[src/design/rsk_pkg.sv]
`default_nettype none
// ----------------------------------------------------------------------------
// rsk_pkg
// Shared types and widths for the record sorter: record layout held in each
// cell of the chain and the control word broadcast along it.
// ----------------------------------------------------------------------------
package rsk_pkg;

  localparam int KEY_W = 16;
  localparam int TAG_W = 8;

  // One stored record with its occupancy bit
  typedef struct packed {
    logic             valid;
    logic [KEY_W-1:0] key;
    logic [TAG_W-1:0] tag;
  } rec_t;

  // Control broadcast to every cell
  typedef struct packed {
    logic insert;  // place the incoming item into the sorted chain
    logic shift;   // move every record one cell towards the head
  } ctrl_t;

endpackage
`default_nettype wire

[src/design/rsk_in_if.sv]
`default_nettype none
// ----------------------------------------------------------------------------
// rsk_in_if
// Input channel of the record sorter: one record per item, valid/ready.
// ----------------------------------------------------------------------------
interface rsk_in_if;
  logic                    valid;
  logic                    ready;
  logic [rsk_pkg::KEY_W-1:0] sort_key;
  logic [rsk_pkg::TAG_W-1:0] record_tag;
  logic                    last_in_set;

  modport source (output valid, output sort_key, output record_tag,
                  output last_in_set, input ready);
  modport sink   (input valid, input sort_key, input record_tag,
                  input last_in_set, output ready);
endinterface
`default_nettype wire

[src/design/rsk_out_if.sv]
`default_nettype none
// ----------------------------------------------------------------------------
// rsk_out_if
// Result channel of the record sorter: one sorted record per item.
// ----------------------------------------------------------------------------
interface rsk_out_if;
  logic                    valid;
  logic                    ready;
  logic [rsk_pkg::KEY_W-1:0] sorted_key;
  logic [rsk_pkg::TAG_W-1:0] sorted_tag;
  logic                    final_result;
  logic                    records_dropped;

  modport source (output valid, output sorted_key, output sorted_tag,
                  output final_result, output records_dropped, input ready);
  modport sink   (input valid, input sorted_key, input sorted_tag,
                  input final_result, input records_dropped, output ready);
endinterface
`default_nettype wire

[src/design/rsk_cell.sv]
`default_nettype none
// ----------------------------------------------------------------------------
// rsk_cell
// One cell of the insertion chain. Holds one record. On insert, a cell whose
// key is greater than the new key (or the first empty cell) takes either its
// left neighbour's record or the new one; on shift it takes its right one.
// ----------------------------------------------------------------------------
module rsk_cell (
  input  wire                        clk,
  input  wire                        rst_n,
  input  wire rsk_pkg::ctrl_t        ctrl,
  input  wire [rsk_pkg::KEY_W-1:0]   ins_key,
  input  wire [rsk_pkg::TAG_W-1:0]   ins_tag,
  input  wire rsk_pkg::rec_t         prev_rec,
  input  wire                        prev_gt,
  input  wire rsk_pkg::rec_t         next_rec,
  output rsk_pkg::rec_t              rec,
  output logic                       gt
);

  rsk_pkg::rec_t rec_r;
  rsk_pkg::rec_t rec_nxt;
  logic          load;

  assign rec = rec_r;

  // Stored key is strictly greater: equal keys stay ahead of the new item
  assign gt = rec_r.valid && (rec_r.key > ins_key);

  // Take part in an insert when displaced or when first empty cell
  assign load = ctrl.insert && (gt || (!rec_r.valid && prev_rec.valid));

  // Select next content
  always_comb begin
    rec_nxt = rec_r;
    if (ctrl.shift) begin
      rec_nxt = next_rec;
    end else if (load) begin
      if (prev_gt) begin
        rec_nxt = prev_rec;
      end else begin
        rec_nxt.valid = 1'b1;
        rec_nxt.key   = ins_key;
        rec_nxt.tag   = ins_tag;
      end
    end
  end

  // Occupancy bit under reset, payload without
  always_ff @(posedge clk) begin
    if (!rst_n) begin
      rec_r.valid <= 1'b0;
    end else begin
      rec_r.valid <= rec_nxt.valid;
    end
    rec_r.key <= rec_nxt.key;
    rec_r.tag <= rec_nxt.tag;
  end

endmodule
`default_nettype wire

[src/design/record_sort_by_key_top.sv]
`default_nettype none
// ----------------------------------------------------------------------------
// record_sort_by_key_top
// Stable sorter for key/tag records built as a chain of insertion cells.
// ----------------------------------------------------------------------------
// Usage:
//   in_chan  : one record per item (sort_key, record_tag, last_in_set).
//              Each accepted item is placed into the sorted chain in the same
//              cycle unless full, so loading runs at one item per cycle.
//   out_chan : after an item with last_in_set, the stored records leave in
//              ascending key order, equal keys in arrival order, one item per
//              cycle from the head cell; final_result marks the last one.
//   Unload   : the first result is valid in the cycle after the last item is
//              accepted; in_ready is low while unloading.
//   Overflow : items arriving with all MAX_RECORDS cells full are dropped and
//              records_dropped is high on every result of that set.
//   Stall    : with out_ready low the chain holds and the head record waits.
//   Reset    : rst_n (synchronous, active low) empties the chain and clears
//              the overflow flag; the block then accepts items.
// ----------------------------------------------------------------------------
module record_sort_by_key_top #(
  parameter int MAX_RECORDS = 64
) (
  input  wire         clk,
  input  wire         rst_n,
  rsk_in_if.sink      in_chan,
  rsk_out_if.source   out_chan
);

  rsk_pkg::rec_t  cell_rec [MAX_RECORDS];
  logic           cell_gt  [MAX_RECORDS];
  rsk_pkg::ctrl_t ctrl;

  logic draining_r;
  logic draining_nxt;
  logic ovf_r;
  logic ovf_nxt;
  logic in_fire;
  logic out_fire;
  logic full;
  logic tail_last;

  assign full      = cell_rec[MAX_RECORDS-1].valid;
  assign in_fire   = in_chan.valid && in_chan.ready;
  assign out_fire  = out_chan.valid && out_chan.ready;
  assign tail_last = !cell_rec[1].valid;

  assign ctrl.insert = in_fire && !full;
  assign ctrl.shift  = out_fire;

  // Cell chain
  for (genvar i = 0; i < MAX_RECORDS; i++) begin : g_cell
    rsk_pkg::rec_t prev_rec;
    rsk_pkg::rec_t next_rec;
    logic          prev_gt;

    if (i == 0) begin : g_head
      assign prev_rec = '{valid: 1'b1, key: '0, tag: '0};
      assign prev_gt  = 1'b0;
    end else begin : g_body
      assign prev_rec = cell_rec[i-1];
      assign prev_gt  = cell_gt[i-1];
    end

    if (i == MAX_RECORDS - 1) begin : g_tail
      assign next_rec = '{valid: 1'b0, key: '0, tag: '0};
    end else begin : g_mid
      assign next_rec = cell_rec[i+1];
    end

    rsk_cell u_cell (
      .clk      (clk),
      .rst_n    (rst_n),
      .ctrl     (ctrl),
      .ins_key  (in_chan.sort_key),
      .ins_tag  (in_chan.record_tag),
      .prev_rec (prev_rec),
      .prev_gt  (prev_gt),
      .next_rec (next_rec),
      .rec      (cell_rec[i]),
      .gt       (cell_gt[i])
    );
  end

  // Load / unload sequencing and overflow flag
  always_comb begin
    draining_nxt = draining_r;
    ovf_nxt      = ovf_r;
    if (in_fire) begin
      if (full) begin
        ovf_nxt = 1'b1;
      end
      if (in_chan.last_in_set) begin
        draining_nxt = 1'b1;
      end
    end
    if (out_fire && tail_last) begin
      draining_nxt = 1'b0;
      ovf_nxt      = 1'b0;
    end
  end

  always_ff @(posedge clk) begin
    if (!rst_n) begin
      draining_r <= 1'b0;
      ovf_r      <= 1'b0;
    end else begin
      draining_r <= draining_nxt;
      ovf_r      <= ovf_nxt;
    end
  end

  // Channel outputs
  assign in_chan.ready            = !draining_r;
  assign out_chan.valid           = draining_r;
  assign out_chan.sorted_key      = cell_rec[0].key;
  assign out_chan.sorted_tag      = cell_rec[0].tag;
  assign out_chan.final_result    = tail_last;
  assign out_chan.records_dropped = ovf_r;

endmodule
`default_nettype wire

[src/flat_wrapper.sv]
// flat-port wrapper written by rule: the top's interface ports become plain ports
module record_sort_by_key_top_flat 
#(
  parameter int MAX_RECORDS = 64
)
  (clk, rst_n, in_chan_valid, in_chan_sort_key, in_chan_record_tag, in_chan_last_in_set, in_chan_ready, out_chan_valid, out_chan_sorted_key, out_chan_sorted_tag, out_chan_final_result, out_chan_records_dropped, out_chan_ready);
  rsk_in_if in_chan_i ();
  rsk_out_if out_chan_i ();
  input  wire clk;
  input  wire rst_n;
  input wire logic [$bits(in_chan_i.valid)-1:0] in_chan_valid;
  input wire logic [$bits(in_chan_i.sort_key)-1:0] in_chan_sort_key;
  input wire logic [$bits(in_chan_i.record_tag)-1:0] in_chan_record_tag;
  input wire logic [$bits(in_chan_i.last_in_set)-1:0] in_chan_last_in_set;
  output wire logic [$bits(in_chan_i.ready)-1:0] in_chan_ready;
  output wire logic [$bits(out_chan_i.valid)-1:0] out_chan_valid;
  output wire logic [$bits(out_chan_i.sorted_key)-1:0] out_chan_sorted_key;
  output wire logic [$bits(out_chan_i.sorted_tag)-1:0] out_chan_sorted_tag;
  output wire logic [$bits(out_chan_i.final_result)-1:0] out_chan_final_result;
  output wire logic [$bits(out_chan_i.records_dropped)-1:0] out_chan_records_dropped;
  input wire logic [$bits(out_chan_i.ready)-1:0] out_chan_ready;
  assign in_chan_i.valid = in_chan_valid;
  assign in_chan_i.sort_key = in_chan_sort_key;
  assign in_chan_i.record_tag = in_chan_record_tag;
  assign in_chan_i.last_in_set = in_chan_last_in_set;
  assign in_chan_ready = in_chan_i.ready;
  assign out_chan_valid = out_chan_i.valid;
  assign out_chan_sorted_key = out_chan_i.sorted_key;
  assign out_chan_sorted_tag = out_chan_i.sorted_tag;
  assign out_chan_final_result = out_chan_i.final_result;
  assign out_chan_records_dropped = out_chan_i.records_dropped;
  assign out_chan_i.ready = out_chan_ready;
  record_sort_by_key_top #(.MAX_RECORDS(MAX_RECORDS)) u_core (.clk(clk), .rst_n(rst_n), .in_chan(in_chan_i), .out_chan(out_chan_i));
endmodule
[config.mk]
export PLATFORM = sky130hd
export DESIGN_NAME = record_sort_by_key_top_flat
export DESIGN_NICKNAME = d
export VERILOG_FILES = /design/src/design/rsk_pkg.sv /design/src/design/rsk_in_if.sv /design/src/design/rsk_out_if.sv /design/src/design/rsk_cell.sv /design/src/design/record_sort_by_key_top.sv /design/src/flat_wrapper.sv
export SDC_FILE = /design/constraint.sdc
export NUM_CORES = 2
export LEC_CHECK = 0
export ABC_AREA = 1
export BUFFER_PORTS_ARGS = -buffer_cell sky130_fd_sc_hd__buf_2
export CORE_UTILIZATION = 61
export CTS_BUF_LIST = sky130_fd_sc_hd__clkbuf_4 sky130_fd_sc_hd__clkbuf_8
export CTS_CLUSTER_SIZE = 28
export DETAILED_ROUTE_END_ITERATION = 7
export GPL_ROUTABILITY_DRIVEN = 1
export PLACE_DENSITY_LB_ADDON = 0.08
export SETUP_SLACK_MARGIN = 0.3
export SYNTH_ARGS = -nofsm -noshare
export SYNTH_HDL_FRONTEND = slang
export SYNTH_SLANG_ARGS = --single-unit
[constraint.sdc]
create_clock -name clk -period 5.5 [get_ports clk]
set_input_delay 0.825 -clock clk [delete_from_list [all_inputs] [get_ports clk]]
set_output_delay 0.825 -clock clk [all_outputs]
set_load 0.02 [all_outputs]
==> results by stage <==
Clock tree:
- The later pin in the worst-skew pair is clocked with a latency of 1090 ps.
- The clock sink count is 1602.
- The hold buffer count at cts is 2.
- The number of buffers created by CTS is 312.
- After clock tree synthesis, the clock-pin slew on the worst setup and hold paths is 70 ps.
- Once the clock tree was built, the setup fixing pass inserted 0 buffers.
- The clock tree from TritonCTS is built.
- Post-CTS repair changed the size of 0 cells.
- The longest clock path from root to sink contains 4 buffers.
- The total number of H-tree levels is 5.
- The library cell used as clock root buffer is sky130_fd_sc_hd__clkbuf_8.

STA:
- The final setup violation count is 0.
- Once routing completed, OpenROAD measured the worst setup slack at 1990 ps.
- The count of pins over their slew limit is 0.
- The worst hold slack is 122 ps.
- Summed over all failing endpoints, the final setup total negative slack is 0 ps.
- The remaining max-slew budget at the tightest pin is 0.143.
- The count of final hold-check violations is 0.
- The post-route clock period utilization is 0.639.
- Setup repair after global routing left no endpoint under its margin.
- The clock period could shrink to 3510 ps.
- The actual slew at the worst max-slew pin is 1280 ps.
- The top achievable clock speed is 0.285 GHz.
- On the final layout, the worst clock skew is 65.8 ps.

Synth:
- After technology mapping, the gate count stands at 13900.
- By area the synthesized netlist is led by sky130_fd_sc_hd__edfxtp_1 41%, sky130_fd_sc_hd__nand3_1 13%, sky130_fd_sc_hd__ha_1 11%.
- The synthesized design contains 1512 enable-type register cells.
- The area share of the largest cell type after synthesis is 0.407.
- The synthesized net count is 15000.
- For this run, the register share of the synthesized area comes to 0.423.
- The mean area per synthesized cell is 8.00 um^2.
- The async set-reset flop share out of synthesis is 0.
- The commonest register cell after synthesis is sky130_fd_sc_hd__edfxtp_1.
- Synthesis inferred 1602 register bits.
- The largest area contributor in the synthesized netlist is sky130_fd_sc_hd__edfxtp_1.
- The number of distinct library cells after synthesis is 33.
- The netlist area before placement is 112000 um^2.
- The count of synthesis-stage warnings from yosys is 0.

Setup path:
- The worst setup path is captured at a register.
- The critical path data required time is 6210 ps.
- The highest fanout seen on the critical path is 43.
- The launching element type of the critical path is an input pin.
- For the worst setup path, the data arrival time is 4230 ps.
- The setup path with the least slack is of type input pin to register.

Global routing:
- Entering global routing, the biggest net connects 165 pins.
- The number of global-route vias before repair was 97000.
- The first global-routing pass estimated 577000 um of wire.
- The number of antenna violations at the first check in global routing is 5.
- Across every metal layer, demand over resource in global routing totals 0.402.
- Global routing finished with a remaining overflow of 0.

Routing:
- After detailed routing, the average wire length per cell comes to 23.4 um.
- After detailed routing, the number of vias per cell comes to 6.31.
- Summed over all layers, the routed wires come to 383000 um.
- For this run, design rule violations remaining after detail routing come to 24.
- The number of search-and-repair iterations in the first detailed-routing pass is 8.
- The detailed-route via count is 103000.
- In this run, the number of DRC markers left after iteration 0 of detailed routing was 14400.
- The final antenna-violating net count is 0.

Floorplanning:
- In this run the standard cell core region covers 181000 um^2.
- The die extent in x is 430 um.
- The die area is 185000 um^2.
- The floorplan step set the die height to 430 um.
- The row count is 156.
- The number of primary I/O pins is 57.
- The initial cell density of the core is 0.616.

Power:
- Power comes to 34.9 mW.
- The power density of the placed cells is 291 nW/um^2.
- In this run the static leakage power is 56.0 nW.
- The worst-case IR drop observed on VDD is 257 uV.

Status:
- The final reports fail on DRC.
- The flow ran to the end, but the final reports show violations.

Cells and area:
- The post-route standard cell area excluding fillers is 120000 um^2.
- After filler insertion, the fill cell instance count of the layout stands at 15400.
- Of the cells placed in the final design, the portion with a size suffix greater than 1 is 0.0750.
- The final cell utilization of the core is 0.662.
- From synthesis to final layout, the design area changed by 7.54%.
- The net count reported at finish is 14800.
- The filler-free cell count of the finished design is 16400.

Place:
- The worst setup timing slack at the placement stage is 1100 ps.
- The cell area after placement is 114000 um^2.
- The final weighted congestion of routability-driven global placement is 1.02.
- Including well taps, the total number of placed cells is 15800.
- The number of I/O port buffers is 56.
- Detailed placement finished with a half-perimeter wire length of 268000 um.

Run:
- Across the run, the number of max-cap violations was 0.

Worst hold path:
- In this run the worst hold path is classified as input pin to register.
## area by class of cell
type | instances | area (um^2) | area share
Multi-Input combinational cell | 9660 | 53200 | 0.443
Sequential cell | 1602 | 47200 | 0.394
Inverter | 1756 | 6690 | 0.0558
Clock buffer | 456 | 5570 | 0.0464
Timing Repair Buffer | 433 | 3870 | 0.0323
Tap cell | 2370 | 2970 | 0.0247
Clock inverter | 87 | 448 | 0.00374
Antenna cell | 6 | 15.0 | 0.000125
## registers in the layout, indices dropped and copies added, names as in the netlist
| signal | count |
|---|---|
| u_core.out_chan.valid | 1 |
| u_core.out_chan.records_dropped | 1 |
| u_core.g_cell.u_cell.rec | 1600 |
## worst paths after layout
| kind | start | endpoint | slack (ps) | cells past startpoint |
|---|---|---|---|---|
| setup reg to reg | u_core.g_cell[4].u_cell.rec[11] | u_core.g_cell[4].u_cell.rec[19] | 2020 | 11 |
| hold / removal | in_chan_sort_key[5] | u_core.g_cell[0].u_cell.rec[13] | 120 | 3 |
| setup / recovery | in_chan_sort_key[10] | u_core.g_cell[0].u_cell.rec[5] | 1990 | 13 |
| hold reg to reg | u_core.g_cell[7].u_cell.rec[24] | u_core.g_cell[6].u_cell.rec[24] | 490 | 2 |
## cell usage after synthesis, types with 20 or more instances
master,instances
sky130_fd_sc_hd__o21a_1,63
sky130_fd_sc_hd__buf_1,137
sky130_fd_sc_hd__nand3b_1,115
sky130_fd_sc_hd__inv_2,26
sky130_fd_sc_hd__buf_2,346
sky130_fd_sc_hd__a21oi_1,518
sky130_fd_sc_hd__nand3_1,2795
sky130_fd_sc_hd__clkbuf_1,317
sky130_fd_sc_hd__inv_1,1729
sky130_fd_sc_hd__buf_4,77
sky130_fd_sc_hd__ha_1,1008
sky130_fd_sc_hd__nor3_1,48
sky130_fd_sc_hd__nor2_2,33
sky130_fd_sc_hd__nand4_1,135
sky130_fd_sc_hd__buf_6,49
sky130_fd_sc_hd__nor2_1,334
sky130_fd_sc_hd__dfxtp_1,90
sky130_fd_sc_hd__a31oi_1,20
sky130_fd_sc_hd__o211ai_1,123
sky130_fd_sc_hd__edfxtp_1,1512
sky130_fd_sc_hd__nand2_2,57
sky130_fd_sc_hd__o21ai_0,1072
sky130_fd_sc_hd__nand2_1,2818
sky130_fd_sc_hd__o21ai_1,495
## kinds of logic after synthesis
| family | count (synthesis) | share of synthesized area |
|---|---|---|
| and+or+nand+nor | 6359 | 0.256 |
| DFF | 1602 | 0.423 |
| AOI/OAI and AO/OA | 2293 | 0.107 |
| adders and majority gates | 1008 | 0.113 |
| buffers and inverters | 2682 | 0.100 |
## worst max-delay path, stage by stage
cell	delay, ps
sky130_fd_sc_hd__buf_2	140
sky130_fd_sc_hd__inv_6	530
sky130_fd_sc_hd__buf_12	340
sky130_fd_sc_hd__ha_1	280
sky130_fd_sc_hd__nand2_1	60
sky130_fd_sc_hd__inv_1	40
sky130_fd_sc_hd__nand3_1	60
sky130_fd_sc_hd__nor2_1	60
sky130_fd_sc_hd__nand3_1	420
sky130_fd_sc_hd__a21boi_0	680
sky130_fd_sc_hd__o21ai_0	230
sky130_fd_sc_hd__nand2_1	110
sky130_fd_sc_hd__buf_4	380
## where the power goes
part / total, mW / leakage [nW] / switching, mW / internal, mW
Sequential: 15.2 / 14.7 / 0.501 / 14.7
Combinational: 7.63 / 38.1 / 5.40 / 2.23
Clock: 12.1 / 3.21 / 5.46 / 6.59
Total: 34.9 / 56.0 / 11.4 / 23.5
## layer usage
| metal | share of wire | wire length (um) | global-route usage |
|---|---|---|---|
| met4 | 0.055 | 21100 | 0.208 |
| met3 | 0.12 | 45200 | 0.0888 |
| met1 | 0.40 | 153000 | 0.554 |
| met2 | 0.43 | 164000 | 0.595 |
| met5 | 0 | 0 | 0 |
## layout by cell type, fill, tap and decap left out, drive strengths merged, types with 20 or more instances in the layout
master | netlist | final
a31oi | 20 | 20
o211ai | 123 | 123
nand4 | 136 | 136
o21a | 63 | 63
a21oi | 518 | 518
nand3b | 115 | 115
nor3 | 48 | 48
clkinv | 0 | 89
buf | 609 | 431
clkbuf | 317 | 456
inv | 1756 | 1748
nand3 | 2796 | 2796
nor2 | 369 | 369
dfxtp | 90 | 90
ha | 1008 | 1008
o21ai | 1567 | 1567
nand2 | 2880 | 2880
edfxtp | 1512 | 1512
Power figures use the tool's default switching activity.
